### src/mpco_pkg.sv
`default_nettype none

package mpco_pkg;

  // Operation codes held in the op_mode register
  typedef enum logic [1:0] {
    OP_FILL    = 2'd0,
    OP_PAINT   = 2'd1,
    OP_DESAT   = 2'd2,
    OP_EXTRACT = 2'd3
  } op_t;

  // Configuration register indexes
  localparam int unsigned CFG_IDX_W = 3;
  localparam logic [CFG_IDX_W-1:0] REG_OP_MODE     = 3'd0;
  localparam logic [CFG_IDX_W-1:0] REG_COLOR_RED   = 3'd1;
  localparam logic [CFG_IDX_W-1:0] REG_COLOR_GREEN = 3'd2;
  localparam logic [CFG_IDX_W-1:0] REG_COLOR_BLUE  = 3'd3;
  localparam logic [CFG_IDX_W-1:0] REG_COLOR_ALPHA = 3'd4;
  localparam logic [CFG_IDX_W-1:0] REG_DESAT_PCT   = 3'd5;

  localparam logic [7:0] FULL_SCALE    = 8'd255;
  localparam logic [6:0] PERCENT_SCALE = 7'd100;

  // Red in the lowest byte
  typedef struct packed {
    logic [7:0] alpha;
    logic [7:0] blue;
    logic [7:0] green;
    logic [7:0] red;
  } pix_t;

  typedef struct packed {
    op_t        op;
    logic [7:0] col_red;
    logic [7:0] col_green;
    logic [7:0] col_blue;
    logic [7:0] col_alpha;
    logic [6:0] pct;       // already limited to 100
  } cfg_t;

  // After the first products
  typedef struct packed {
    pix_t        pix;
    logic        mask;
    logic        last;
    logic [15:0] dx;       // da * (255 - a)
    logic [15:0] ca_r;
    logic [15:0] ca_g;
    logic [15:0] ca_b;
    logic [9:0]  sum;      // r + g + b
    logic [6:0]  pinv;     // 100 - p
  } s1_t;

  // Numerators ready for division
  typedef struct packed {
    pix_t        pix;
    logic        mask;
    logic        last;
    logic [23:0] num_r;
    logic [23:0] num_g;
    logic [23:0] num_b;
    logic [15:0] na;
    logic [16:0] sp;       // (r + g + b) * p
    logic [14:0] t_r;
    logic [14:0] t_g;
    logic [14:0] t_b;
  } s2_t;

  // Numerators with estimated quotients
  typedef struct packed {
    pix_t        pix;
    logic        mask;
    logic        last;
    logic [23:0] num_r;
    logic [23:0] num_g;
    logic [23:0] num_b;
    logic [7:0]  qn_r;
    logic [7:0]  qn_g;
    logic [7:0]  qn_b;
    logic [15:0] na;
    logic [7:0]  qa;
    logic [16:0] sp;
    logic [7:0]  qs;
    logic [14:0] t_r;
    logic [14:0] t_g;
    logic [14:0] t_b;
    logic [7:0]  qt_r;
    logic [7:0]  qt_g;
    logic [7:0]  qt_b;
  } s3_t;

  // Exact quotients
  typedef struct packed {
    pix_t       pix;
    logic       mask;
    logic       last;
    logic [7:0] pq_r;
    logic [7:0] pq_g;
    logic [7:0] pq_b;
    logic [7:0] aq;
    logic [7:0] avg;
    logic [7:0] dq_r;
    logic [7:0] dq_g;
    logic [7:0] dq_b;
  } s4_t;

endpackage

`default_nettype wire

### src/mpco_cfg_regs.sv
`default_nettype none

module mpco_cfg_regs
  import mpco_pkg::*;
(
  input  wire                  clk,
  input  wire                  rst_n,
  input  wire                  cfg_valid,
  output logic                 cfg_ready,
  input  wire [CFG_IDX_W-1:0]  cfg_index,
  input  wire [7:0]            cfg_data,
  output cfg_t                 cfg
);

  op_t        op_r;
  logic [7:0] red_r;
  logic [7:0] green_r;
  logic [7:0] blue_r;
  logic [7:0] alpha_r;
  logic [6:0] pct_r;

  assign cfg_ready = 1'b1;

  always_ff @(posedge clk) begin
    if (!rst_n) begin
      op_r    <= OP_FILL;
      red_r   <= 8'd0;
      green_r <= 8'd0;
      blue_r  <= 8'd0;
      alpha_r <= 8'd0;
      pct_r   <= 7'd0;
    end else if (cfg_valid) begin
      unique case (cfg_index)
        REG_OP_MODE:     op_r    <= op_t'(cfg_data[1:0]);
        REG_COLOR_RED:   red_r   <= cfg_data;
        REG_COLOR_GREEN: green_r <= cfg_data;
        REG_COLOR_BLUE:  blue_r  <= cfg_data;
        REG_COLOR_ALPHA: alpha_r <= cfg_data;
        REG_DESAT_PCT:   pct_r   <= cfg_data[6:0];
        default: ;
      endcase
    end
  end

  // Saturate percent above one hundred
  always_comb begin
    cfg.op        = op_r;
    cfg.col_red   = red_r;
    cfg.col_green = green_r;
    cfg.col_blue  = blue_r;
    cfg.col_alpha = alpha_r;
    cfg.pct       = (pct_r > PERCENT_SCALE) ? PERCENT_SCALE : pct_r;
  end

  a_pct_limit: assert property (@(posedge clk) disable iff (!rst_n)
    cfg.pct <= PERCENT_SCALE)
    else $error("clamped percent above one hundred");

endmodule

`default_nettype wire

### src/mpco_front.sv
`default_nettype none

module mpco_front
  import mpco_pkg::*;
(
  input  wire   clk,
  input  wire   rst_n,
  input  cfg_t  cfg,
  input  wire   in_valid,
  output logic  in_ready,
  input  pix_t  in_pix,
  input  wire   in_mask,
  input  wire   in_last,
  output logic  out_valid,
  input  wire   out_ready,
  output s2_t   out_data
);

  logic v1_r;
  logic v2_r;
  s1_t  s1_r;
  s2_t  s2_r;
  s1_t  s1_nxt;
  s2_t  s2_nxt;
  logic load1;
  logic load2;

  assign load2     = !v2_r || out_ready;
  assign load1     = !v1_r || load2;
  assign in_ready  = load1;
  assign out_valid = v2_r;
  assign out_data  = s2_r;

  // Stage 1: first products and channel sum
  always_comb begin
    s1_nxt.pix  = in_pix;
    s1_nxt.mask = in_mask;
    s1_nxt.last = in_last;
    s1_nxt.dx   = 16'(in_pix.alpha) * 16'(FULL_SCALE - cfg.col_alpha);
    s1_nxt.ca_r = 16'(cfg.col_red)   * 16'(cfg.col_alpha);
    s1_nxt.ca_g = 16'(cfg.col_green) * 16'(cfg.col_alpha);
    s1_nxt.ca_b = 16'(cfg.col_blue)  * 16'(cfg.col_alpha);
    s1_nxt.sum  = 10'(in_pix.red) + 10'(in_pix.green) + 10'(in_pix.blue);
    s1_nxt.pinv = PERCENT_SCALE - cfg.pct;
  end

  // Stage 2: full numerators; x*255 taken as (x << 8) - x
  always_comb begin
    s2_nxt.pix   = s1_r.pix;
    s2_nxt.mask  = s1_r.mask;
    s2_nxt.last  = s1_r.last;
    s2_nxt.num_r = 24'(24'(s1_r.pix.red) * 24'(s1_r.dx)
                   + ({8'd0, s1_r.ca_r} << 8) - {8'd0, s1_r.ca_r});
    s2_nxt.num_g = 24'(24'(s1_r.pix.green) * 24'(s1_r.dx)
                   + ({8'd0, s1_r.ca_g} << 8) - {8'd0, s1_r.ca_g});
    s2_nxt.num_b = 24'(24'(s1_r.pix.blue) * 24'(s1_r.dx)
                   + ({8'd0, s1_r.ca_b} << 8) - {8'd0, s1_r.ca_b});
    s2_nxt.na    = 16'({1'b0, s1_r.dx} + ({9'd0, cfg.col_alpha} << 8)
                   - {9'd0, cfg.col_alpha});
    s2_nxt.sp    = 17'(s1_r.sum) * 17'(cfg.pct);
    s2_nxt.t_r   = 15'(s1_r.pix.red)   * 15'(s1_r.pinv);
    s2_nxt.t_g   = 15'(s1_r.pix.green) * 15'(s1_r.pinv);
    s2_nxt.t_b   = 15'(s1_r.pix.blue)  * 15'(s1_r.pinv);
  end

  always_ff @(posedge clk) begin
    if (!rst_n) begin
      v1_r <= 1'b0;
      v2_r <= 1'b0;
    end else begin
      if (load1) v1_r <= in_valid;
      if (load2) v2_r <= v1_r;
    end
  end

  always_ff @(posedge clk) begin
    if (load1 && in_valid) s1_r <= s1_nxt;
    if (load2 && v1_r)     s2_r <= s2_nxt;
  end

endmodule

`default_nettype wire

### src/mpco_div.sv
`default_nettype none

module mpco_div
  import mpco_pkg::*;
(
  input  wire   clk,
  input  wire   rst_n,
  input  wire   in_valid,
  output logic  in_ready,
  input  s2_t   in_data,
  output logic  out_valid,
  input  wire   out_ready,
  output s4_t   out_data
);

  // Reciprocals rounded down, so each estimate is exact or one short
  localparam logic [23:0] DEN_PAINT  = 24'd65025;
  localparam logic [15:0] DEN_ALPHA  = 16'd255;
  localparam logic [16:0] DEN_AVG    = 17'd300;
  localparam logic [14:0] DEN_PCT    = 15'd100;
  localparam logic [8:0]  RCP_PAINT  = 9'd258;     // 2^24 / 65025
  localparam logic [8:0]  RCP_ALPHA  = 9'd257;     // 2^16 / 255
  localparam logic [15:0] RCP_AVG    = 16'd55924;  // 2^24 / 300
  localparam logic [9:0]  RCP_PCT    = 10'd655;    // 2^16 / 100

  function automatic logic [7:0] est_paint(input logic [23:0] n);
    logic [32:0] p;
    p = 33'(n) * 33'(RCP_PAINT);
    return p[31:24];
  endfunction

  function automatic logic [7:0] est_alpha(input logic [15:0] n);
    logic [24:0] p;
    p = 25'(n) * 25'(RCP_ALPHA);
    return p[23:16];
  endfunction

  function automatic logic [7:0] est_avg(input logic [16:0] n);
    logic [32:0] p;
    p = 33'(n) * 33'(RCP_AVG);
    return p[31:24];
  endfunction

  function automatic logic [7:0] est_pct(input logic [14:0] n);
    logic [24:0] p;
    p = 25'(n) * 25'(RCP_PCT);
    return p[23:16];
  endfunction

  logic v3_r;
  logic v4_r;
  s3_t  s3_r;
  s4_t  s4_r;
  s3_t  s3_nxt;
  s4_t  s4_nxt;
  logic load3;
  logic load4;

  logic [23:0] rem_r;
  logic [23:0] rem_g;
  logic [23:0] rem_b;
  logic [15:0] rem_a;
  logic [16:0] rem_s;
  logic [14:0] rem_tr;
  logic [14:0] rem_tg;
  logic [14:0] rem_tb;

  assign load4     = !v4_r || out_ready;
  assign load3     = !v3_r || load4;
  assign in_ready  = load3;
  assign out_valid = v4_r;
  assign out_data  = s4_r;

  // Stage 3: reciprocal estimates
  always_comb begin
    s3_nxt.pix   = in_data.pix;
    s3_nxt.mask  = in_data.mask;
    s3_nxt.last  = in_data.last;
    s3_nxt.num_r = in_data.num_r;
    s3_nxt.num_g = in_data.num_g;
    s3_nxt.num_b = in_data.num_b;
    s3_nxt.qn_r  = est_paint(in_data.num_r);
    s3_nxt.qn_g  = est_paint(in_data.num_g);
    s3_nxt.qn_b  = est_paint(in_data.num_b);
    s3_nxt.na    = in_data.na;
    s3_nxt.qa    = est_alpha(in_data.na);
    s3_nxt.sp    = in_data.sp;
    s3_nxt.qs    = est_avg(in_data.sp);
    s3_nxt.t_r   = in_data.t_r;
    s3_nxt.t_g   = in_data.t_g;
    s3_nxt.t_b   = in_data.t_b;
    s3_nxt.qt_r  = est_pct(in_data.t_r);
    s3_nxt.qt_g  = est_pct(in_data.t_g);
    s3_nxt.qt_b  = est_pct(in_data.t_b);
  end

  // Stage 4: remainder check, bump the estimate by one where short
  always_comb begin
    rem_r  = s3_r.num_r - 24'(s3_r.qn_r) * DEN_PAINT;
    rem_g  = s3_r.num_g - 24'(s3_r.qn_g) * DEN_PAINT;
    rem_b  = s3_r.num_b - 24'(s3_r.qn_b) * DEN_PAINT;
    rem_a  = s3_r.na    - 16'(s3_r.qa)   * DEN_ALPHA;
    rem_s  = s3_r.sp    - 17'(s3_r.qs)   * DEN_AVG;
    rem_tr = s3_r.t_r   - 15'(s3_r.qt_r) * DEN_PCT;
    rem_tg = s3_r.t_g   - 15'(s3_r.qt_g) * DEN_PCT;
    rem_tb = s3_r.t_b   - 15'(s3_r.qt_b) * DEN_PCT;

    s4_nxt.pix  = s3_r.pix;
    s4_nxt.mask = s3_r.mask;
    s4_nxt.last = s3_r.last;
    s4_nxt.pq_r = s3_r.qn_r + 8'(rem_r  >= DEN_PAINT);
    s4_nxt.pq_g = s3_r.qn_g + 8'(rem_g  >= DEN_PAINT);
    s4_nxt.pq_b = s3_r.qn_b + 8'(rem_b  >= DEN_PAINT);
    s4_nxt.aq   = s3_r.qa   + 8'(rem_a  >= DEN_ALPHA);
    s4_nxt.avg  = s3_r.qs   + 8'(rem_s  >= DEN_AVG);
    s4_nxt.dq_r = s3_r.qt_r + 8'(rem_tr >= DEN_PCT);
    s4_nxt.dq_g = s3_r.qt_g + 8'(rem_tg >= DEN_PCT);
    s4_nxt.dq_b = s3_r.qt_b + 8'(rem_tb >= DEN_PCT);
  end

  always_ff @(posedge clk) begin
    if (!rst_n) begin
      v3_r <= 1'b0;
      v4_r <= 1'b0;
    end else begin
      if (load3) v3_r <= in_valid;
      if (load4) v4_r <= v3_r;
    end
  end

  always_ff @(posedge clk) begin
    if (load3 && in_valid) s3_r <= s3_nxt;
    if (load4 && v3_r)     s4_r <= s4_nxt;
  end

  a_paint_est: assert property (@(posedge clk) disable iff (!rst_n)
    v3_r |-> (rem_r < 24'(2 * 65025) && rem_g < 24'(2 * 65025)
              && rem_b < 24'(2 * 65025)))
    else $error("paint quotient estimate off by more than one");

  a_desat_est: assert property (@(posedge clk) disable iff (!rst_n)
    v3_r |-> (rem_s < 17'(2 * 300) && rem_tr < 15'(2 * 100)
              && rem_tg < 15'(2 * 100) && rem_tb < 15'(2 * 100)
              && rem_a < 16'(2 * 255)))
    else $error("desaturate or alpha estimate off by more than one");

endmodule

`default_nettype wire

### src/mpco_select.sv
`default_nettype none

module mpco_select
  import mpco_pkg::*;
(
  input  wire   clk,
  input  wire   rst_n,
  input  cfg_t  cfg,
  input  wire   in_valid,
  output logic  in_ready,
  input  s4_t   in_data,
  output logic  out_valid,
  input  wire   out_ready,
  output pix_t  out_pix,
  output logic  out_last
);

  logic v5_r;
  pix_t pix_r;
  logic last_r;
  pix_t pix_nxt;
  logic load5;

  assign load5     = !v5_r || out_ready;
  assign in_ready  = load5;
  assign out_valid = v5_r;
  assign out_pix   = pix_r;
  assign out_last  = last_r;

  function automatic logic [7:0] sat8(input logic [7:0] x, input logic [7:0] y);
    logic [8:0] s;
    s = {1'b0, x} + {1'b0, y};
    return s[8] ? FULL_SCALE : s[7:0];
  endfunction

  always_comb begin
    pix_nxt = in_data.pix;
    case (cfg.op)
      OP_FILL: begin
        if (in_data.mask) begin
          pix_nxt.red   = cfg.col_red;
          pix_nxt.green = cfg.col_green;
          pix_nxt.blue  = cfg.col_blue;
          pix_nxt.alpha = cfg.col_alpha;
        end
      end
      OP_PAINT: begin
        if (in_data.mask) begin
          pix_nxt.red   = in_data.pq_r;
          pix_nxt.green = in_data.pq_g;
          pix_nxt.blue  = in_data.pq_b;
          pix_nxt.alpha = in_data.aq;
        end
      end
      OP_DESAT: begin
        if (in_data.mask) begin
          pix_nxt.red   = sat8(in_data.dq_r, in_data.avg);
          pix_nxt.green = sat8(in_data.dq_g, in_data.avg);
          pix_nxt.blue  = sat8(in_data.dq_b, in_data.avg);
        end
      end
      default: begin
        if (!in_data.mask) pix_nxt = '0;
      end
    endcase
  end

  always_ff @(posedge clk) begin
    if (!rst_n) begin
      v5_r <= 1'b0;
    end else if (load5) begin
      v5_r <= in_valid;
    end
  end

  always_ff @(posedge clk) begin
    if (load5 && in_valid) begin
      pix_r  <= pix_nxt;
      last_r <= in_data.last;
    end
  end

endmodule

`default_nettype wire

### src/masked_pixel_color_ops_top.sv
// Masked colour operations on an RGBA8 pixel stream.
// Input stream: in_tdata carries one pixel (red in the low byte, then green,
// blue, alpha), in_tuser the mask bit and in_tlast the end-of-image marker.
// Every input transaction gives exactly one output transaction on out_*, with
// out_tlast copying in_tlast. The operation (fill, paint alpha-over,
// desaturate, extract) and its colour and percent are set through the
// cfg_* write channel between passes; cfg_ready is always high.
// An input transaction passes five registered stages to out_tvalid: products,
// numerators, reciprocal estimates, remainder correction, output select.
// Throughput is one pixel per clock without stalls; every stage carries a valid
// bit and loads when it is empty or its successor loads, so bubbles close up.
// When the receiver stalls, the output register holds its transaction and
// the stages behind it keep filling; in_tready drops only once all five are
// full. The slowest path is a 24 by 9 bit reciprocal product in one stage.
// Reset clears all valid bits and every configuration register to zero, so
// the block comes up in fill mode with a black transparent colour.
`default_nettype none

module masked_pixel_color_ops_top
  import mpco_pkg::*;
(
  input  wire                  clk,
  input  wire                  rst_n,
  input  wire                  in_tvalid,
  output logic                 in_tready,
  input  wire [31:0]           in_tdata,   // pix_red, pix_green, pix_blue, pix_alpha
  input  wire                  in_tuser,   // in_mask
  input  wire                  in_tlast,
  output logic                 out_tvalid,
  input  wire                  out_tready,
  output logic [31:0]          out_tdata,  // out_red, out_green, out_blue, out_alpha
  output logic                 out_tlast,
  input  wire                  cfg_valid,
  output logic                 cfg_ready,
  input  wire [CFG_IDX_W-1:0]  cfg_index,
  input  wire [7:0]            cfg_data
);

  cfg_t cfg;
  pix_t in_pix;
  pix_t out_pix;
  logic f_valid;
  logic f_ready;
  s2_t  f_data;
  logic d_valid;
  logic d_ready;
  s4_t  d_data;

  assign in_pix    = pix_t'(in_tdata);
  assign out_tdata = 32'(out_pix);

  mpco_cfg_regs u_cfg (
    .clk       (clk),
    .rst_n     (rst_n),
    .cfg_valid (cfg_valid),
    .cfg_ready (cfg_ready),
    .cfg_index (cfg_index),
    .cfg_data  (cfg_data),
    .cfg       (cfg)
  );

  // Stages 1 and 2: products and numerators
  mpco_front u_front (
    .clk       (clk),
    .rst_n     (rst_n),
    .cfg       (cfg),
    .in_valid  (in_tvalid),
    .in_ready  (in_tready),
    .in_pix    (in_pix),
    .in_mask   (in_tuser),
    .in_last   (in_tlast),
    .out_valid (f_valid),
    .out_ready (f_ready),
    .out_data  (f_data)
  );

  // Stages 3 and 4: constant division by reciprocal and correction
  mpco_div u_div (
    .clk       (clk),
    .rst_n     (rst_n),
    .in_valid  (f_valid),
    .in_ready  (f_ready),
    .in_data   (f_data),
    .out_valid (d_valid),
    .out_ready (d_ready),
    .out_data  (d_data)
  );

  // Stage 5: pick the result for the mode and mask, hold it for the receiver
  mpco_select u_select (
    .clk       (clk),
    .rst_n     (rst_n),
    .cfg       (cfg),
    .in_valid  (d_valid),
    .in_ready  (d_ready),
    .in_data   (d_data),
    .out_valid (out_tvalid),
    .out_ready (out_tready),
    .out_pix   (out_pix),
    .out_last  (out_tlast)
  );

  // Input back-pressure only arises from a stalled, full output
  a_stall_source: assert property (@(posedge clk) disable iff (!rst_n)
    !in_tready |-> (out_tvalid && !out_tready))
    else $error("input stalled without an output stall");

endmodule

`default_nettype wire

### config.mk
export PLATFORM = sky130hd
export DESIGN_NAME = masked_pixel_color_ops_top
export DESIGN_NICKNAME = d
export VERILOG_FILES = /design/src/mpco_pkg.sv /design/src/mpco_cfg_regs.sv /design/src/mpco_front.sv /design/src/mpco_div.sv /design/src/mpco_select.sv /design/src/masked_pixel_color_ops_top.sv
export SDC_FILE = /design/constraint.sdc
export NUM_CORES = 2
export LEC_CHECK = 0
export BUFFER_PORTS_ARGS = -buffer_cell sky130_fd_sc_hd__buf_2
export CAP_MARGIN = 20
export CORE_UTILIZATION = 35
export CTS_BUF_LIST = sky130_fd_sc_hd__clkbuf_8
export CTS_CLUSTER_DIAMETER = 200
export DETAILED_ROUTE_END_ITERATION = 10
export SETUP_SLACK_MARGIN = 0.4
export SLEW_MARGIN = 20
export SYNTH_ARGS = -nofsm -noshare
export SYNTH_HDL_FRONTEND = slang
export SYNTH_SLANG_ARGS = --single-unit
### constraint.sdc
create_clock -name clk -period 18.1 [get_ports clk]
set_input_delay 0 -clock clk [delete_from_list [all_inputs] [get_ports clk]]
set_output_delay 0 -clock clk [all_outputs]
set_load 0.01 [all_outputs]
# Word level (Yosys, flattened, before mapping)
# Index checks and enable logic that the tools add are counted.
[op_classes]
addsub = 31
mul = 27
n_lt_le_gt_ge = 9
eq_ne = 7
mux = 10
n_reduce_logical = 23
[op_table]
columns = ["op", "count"]
rows = [
  ["2-to-1 mux 32 bit", 3],
  ["multiplier 24 x 8 -> 31 bit, second input constant", 3],
  ["adder 24 bit", 3],
  [">= comparator 24 x 16 -> 1 bit, second input constant", 3],
  ["multiplier 15 x 10 -> 24 bit, second input constant", 3],
  ["multiplier 8 x 16 -> 24 bit", 3],
  ["multiplier 8 x 16 -> 24 bit, second input constant", 3],
  ["one-hot mux 24 bit (3 select lines)", 1],
  ["subtractor 24 x 16 -> 24 bit", 3],
  ["subtractor 24 bit", 3],
  ["adder 8 x 1 -> 8 bit", 8],
  ["multiplier 8 x 8 -> 16 bit", 3],
  [">= comparator 15 x 7 -> 1 bit, second input constant", 3],
  ["multiplier 8 x 7 -> 15 bit", 3],
  ["subtractor 15 bit", 3],
  ["multiplier 8 x 5 -> 13 bit, second input constant", 3],
  ["adder 8 x 8 -> 9 bit", 4],
  ["multiplier 17 x 14 -> 30 bit, second input constant", 1],
  ["multiplier 16 x 9 -> 24 bit, second input constant", 1],
  ["2-to-1 mux 24 bit", 1],
  ["2-to-1 mux 8 bit", 3],
  ["one-hot mux 8 bit (3 select lines)", 1],
  [">= comparator 17 x 9 -> 1 bit, second input constant", 1],
  ["multiplier 10 x 7 -> 17 bit", 1],
  ["other kinds (24)", 43],
]
[word_totals]
ff_bits = 724
output_inout_bits = 36
elab_cells = 185

# Depth between registers and ports, before layout
[depth]
ltp_word = 7
mapped_depth = 27
depth_no_buf = 26

# By module
# Synthesis repeated with hierarchy kept, for this count alone.
[hier_totals]
cells_unflattened = 8316
area_unflattened_um2 = 86887.1
[modules_own_cells]
columns = ["module", "n_inst", "cells_per_inst", "area_each_um2", "seq_area_each_um2"]
rows = [
  ["mpco_div", 1, 3741, 41204.5, 10189.8],
  ["mpco_front", 1, 4060, 40807.9, 9018.6],
  ["mpco_select", 1, 356, 3254.4, 1011.0],
  ["mpco_cfg_regs", 1, 159, 1620.3, 820.8],
]

# Worst setup path before layout
# No wires, ideal clock.
[synth_timing]
kind = "flip-flop to flip-flop"
from = "register u_select.v5_r, in the netlist u_select.out_valid"
to = "register u_front.s2_r, in the netlist u_front.out_data[0], enable pin"
setup_ns = 1.009
arrival_ns = 14.075
required_ns = 17.091
setup_slack_ns = 3.016
stages_incl_launch_ff = 5
n_path_buf = 1
path_cell_list = "dfxtp_1 -> nor2b_1 -> and3_1 -> clkbuf_1 -> a21boi_0"
[synth_between]
elab_chain_cells = 6
[synth_lines]
columns = ["item", "line", "source"]
rows = [
  ["from (decl)", "mpco_select.sv:18", "logic v5_r;"],
  ["from (signal assigned)", "mpco_select.sv:72", "v5_r <= in_valid;"],
  ["logical NOT 1 bit", "mpco_select.sv:24", "assign load5 = !v5_r || out_ready;"],
  ["logical OR 1 bit", "mpco_select.sv:24", ""],
  ["logical OR 1 bit", "mpco_div.sv:68", "assign load4 = !v4_r || out_ready;"],
  ["logical OR 1 bit", "mpco_div.sv:69", "assign load3 = !v3_r || load4;"],
  ["logical OR 1 bit", "mpco_front.sv:28", "assign load2 = !v2_r || out_ready;"],
  ["logical AND 1 bit", "mpco_front.sv:78", "if (load2 && v1_r) s2_r <= s2_nxt;"],
  ["to (signal assigned)", "mpco_front.sv:78", ""],
  ["to (decl)", "mpco_front.sv:22", "s2_t s2_r;"],
]
# No other way between the ends.
# A chain may end at the register's enable or synchronous reset.

==> impl_results.md <==
* Final hold vios at 0
* H-tree depth at 4
* Worst path bufs/invs at 0
* Via density at 5.021
* Vias at 58930
* Largest family of logic cells by synthesized area: adder cells
* Port Buffer Count at 84
* Crit path kind: reg2reg
* RSZ-0062 raised after global routing: false
* Antenna violations before repair at 27
* Post-route ant nets at 0
* Setup TNS Final at 0 ns
* Synth Area in Compound Gates at 0.07948
* Max incr delay on CP at 1.15 ns
* Status: finished, final reports clean
* CTS root buf: clkbuf_8
* Detail Placement HPWL at 170100 um
* Hold Path Class: in2reg
* Pre-Repair DR Iteration Count at 6
* Number of synthesized flops with an enable pin at 670
* Max cap viols at 0
* Post-Route Skew at 0.06114 ns
* Core Footprint at 243200 sq um
* Num CTS Buffers at 139
* Mapped Area at 85640 sq um
* Max Fanout on Critical Path at 24
* Crit-path slowest cell: edfxtp_1
* Syn avg cell area at 10.44 sq um
* Crit path capture type: flop
* Post-synthesis sequential area ratio at 0.2457
* All-layer global routing usage at 0.1760
* Io pins at 86
* Final Wtd Congestion at 0.8888
* Tightest Pin Transition at 1.209 ns
* Vias in the first global route at 61400
* Share of synthesized registers carrying an async set or reset at 0
* Yosys warnings at 0
* Die Area at 246700 sq um
* Final Critical Period at 6.746 ns
* Die X at 496.7 um
* Simple-Gate Fraction of Synth Area at 0.09989
* FF+latch count, synth at 716
* Commonest non-fill, non-tap cell in the layout: inv_1
* Mapped Cells at 8203
* CTS tree: yes
* Overflow after GRT at 0
* Syn nets at 10760
* Worst EP arrival at 7.32 ns
* Drt total wl at 213100 um
* Critical path cell sequence: and2_1, fa_1, fa_1, fa_1, fa_1, fa_1, ha_1, and3_1, nor2b_1, a221oi_1, a21oi_1, o41ai_1, o2111ai_1, a21oi_1, o21bai_1, xnor2_1
* Crit start category: flop
* Critical path's most frequent cell: fa_1
* Most frequent cells in the layout: inv_1 (1524), ha_1 (1500), fa_1 (1003)
* CTS Buffer Depth at 3
* Routed length per placed instance at 18.15 um
* Synth Area in Adders at 0.4536
* Fin. max-slew vios at 0
* Clock latency on the worst-skew pair at 0.89 ns
* Post-Synth XOR/XNOR Area at 0.04285
* Mux share of post-synthesis cell area at 0.005055
* Finish-stage setup viols at 0
* First-pass GRT wire length at 339300 um
* Fill count at 23880
* Largest net degree at the start of global routing at 113
* Worst endpoint required time at 18.67 ns
* Synth-to-layout area growth at 9.488%
* Row cnt at 181
* FMAX at 148.2 MHz
* Initial DRC count at 3619
* Largest delay share family, worst path: adder cells
* DRC Markers at 0
* Starting density of the core at 0.3521
* Clk pin slew, worst setup/hold paths at 0.06 ns
* Share of cells above drive strength 1 at 0.04619
* Most common flop cell mapped by yosys: edfxtp_1
* Chip height at 496.7 um
* Final Cycle Share at 0.3727
* Count of different cell masters after synthesis at 80
* Clk sinks at 716
* NumNets Final at 10970
* Slew HR at 0.1943
==> routing by layer <==
| metal | vias to the layer above | global-route usage | part of all wire |
|---|---|---|---|
| met5 | - | 0 | 0.000080 |
| met4 | 2 | 0.04556 | 0.020 |
| met3 | 253 | 0.02493 | 0.061 |
| met2 | 1549 | 0.2783 | 0.45 |
| met1 | 29460 | 0.2513 | 0.47 |
| li1 | 27670 | - | - |
==> final timing paths <==
| check | to | depth (start not counted) | slack, ns | from |
|---|---|---|---|---|
| worst max-delay path | u_front.out_data[125] | 16 | 11.35 | u_front.s1_r[94] |
| worst min register to register | u_div.out_data[74] | 0 | 0.39 | u_div.s3_r[224] |
| worst min-delay path | u_front.s1_r[112] | 2 | 0.13 | in_tdata[29] |
| worst max register to register | u_front.out_data[125] | 16 | 11.35 | u_front.s1_r[94] |
==> timing repair <==
action	4_1_cts	5_1_grt
hold endpoints to repair	144	0
hold buffers	103	0
buffers inserted	0	0
gates resized for setup	0	0
==> flip-flops by register name, indices dropped and copies added, names as in the netlist <==
register            cells
u_cfg.green_r           8
u_cfg.pct_r             7
u_div.s3_r            240
u_cfg.op_r              2
u_front.s1_r          115
u_cfg.alpha_r           8
u_front.out_data      184
u_select.out_valid      1
u_front.out_valid       1
u_div.out_data         98
u_div.v3_r              1
u_div.out_valid         1
u_front.v1_r            1
u_cfg.blue_r            8
u_select.out_pix       32
u_cfg.red_r             8
u_select.out_last       1
==> cell families (layout without fill, tap and decap cells) <==
group | count (synthesis) | in the layout
compound gates | 1041 | 1041
xor+xnor | 419 | 419
fa+ha+maj | 2503 | 2503
buf+inv | 1673 | 2000
flops | 716 | 716
mux | 42 | 42
other cells | 1 | 7
simple gates | 1808 | 1808
==> cell type report <==
| cell class | count | area, sq um | share of cell area |
|---|---|---|---|
| multi-input cells | 5814 | 58370 | 0.6225 |
| repair buffers | 255 | 1974 | 0.02106 |
| diodes | 6 | 15.01 | 0.0001601 |
| clock buffers | 143 | 1968 | 0.02099 |
| well taps | 3202 | 4006 | 0.04273 |
| flip-flops and latches | 716 | 21040 | 0.2244 |
| inverters | 1494 | 5608 | 0.05981 |
| clock inverters | 108 | 783.3 | 0.008353 |
==> per-stage QoR <==
step                      worst slack [ns]  instance area (sq um)  instances    util  hold WS (ns)
after global placement               11.57                  89970      11380  0.3699        0.2511
after CTS                            11.49                  93750      11730  0.3854       0.01027
after global routing                 11.08                  93760      11740  0.3855       0.05252
after detailed placement             11.52                  89970      11380  0.3699        0.2365
after floorplan                      3.016                  85640       8203       -       0.09887
final                                11.35                  93760      11740  0.3855        0.1291
==> synth_stat cells, types with 35 or more instances <==
cell / n / area [sq um]
nand3_1: 90 / 450.4
clkbuf_1: 165 / 619.3
nand2b_1: 48 / 300.3
nand2_1: 737 / 2766
o22ai_1: 38 / 237.7
o21ai_0: 172 / 860.8
dfxtp_1: 46 / 920.9
xor2_1: 116 / 1016
fa_1: 1003 / 20080
inv_1: 1489 / 5589
a21boi_0: 48 / 360.4
edfxtp_1: 670 / 20120
o21a_1: 55 / 412.9
a21o_1: 95 / 713.2
o21bai_1: 35 / 262.8
and3_1: 35 / 219.0
nor3_1: 81 / 405.4
xnor2_1: 303 / 2654
a21oi_1: 305 / 1526
a31oi_1: 43 / 269.0
nand4_1: 35 / 219.0
nor2b_1: 108 / 675.7
and2_1: 257 / 1608
ha_1: 1500 / 18770
nor2_1: 314 / 1179
Power is not shown: default switching activity piles up to over one toggle a cycle in this logic, so the estimate is an artifact.
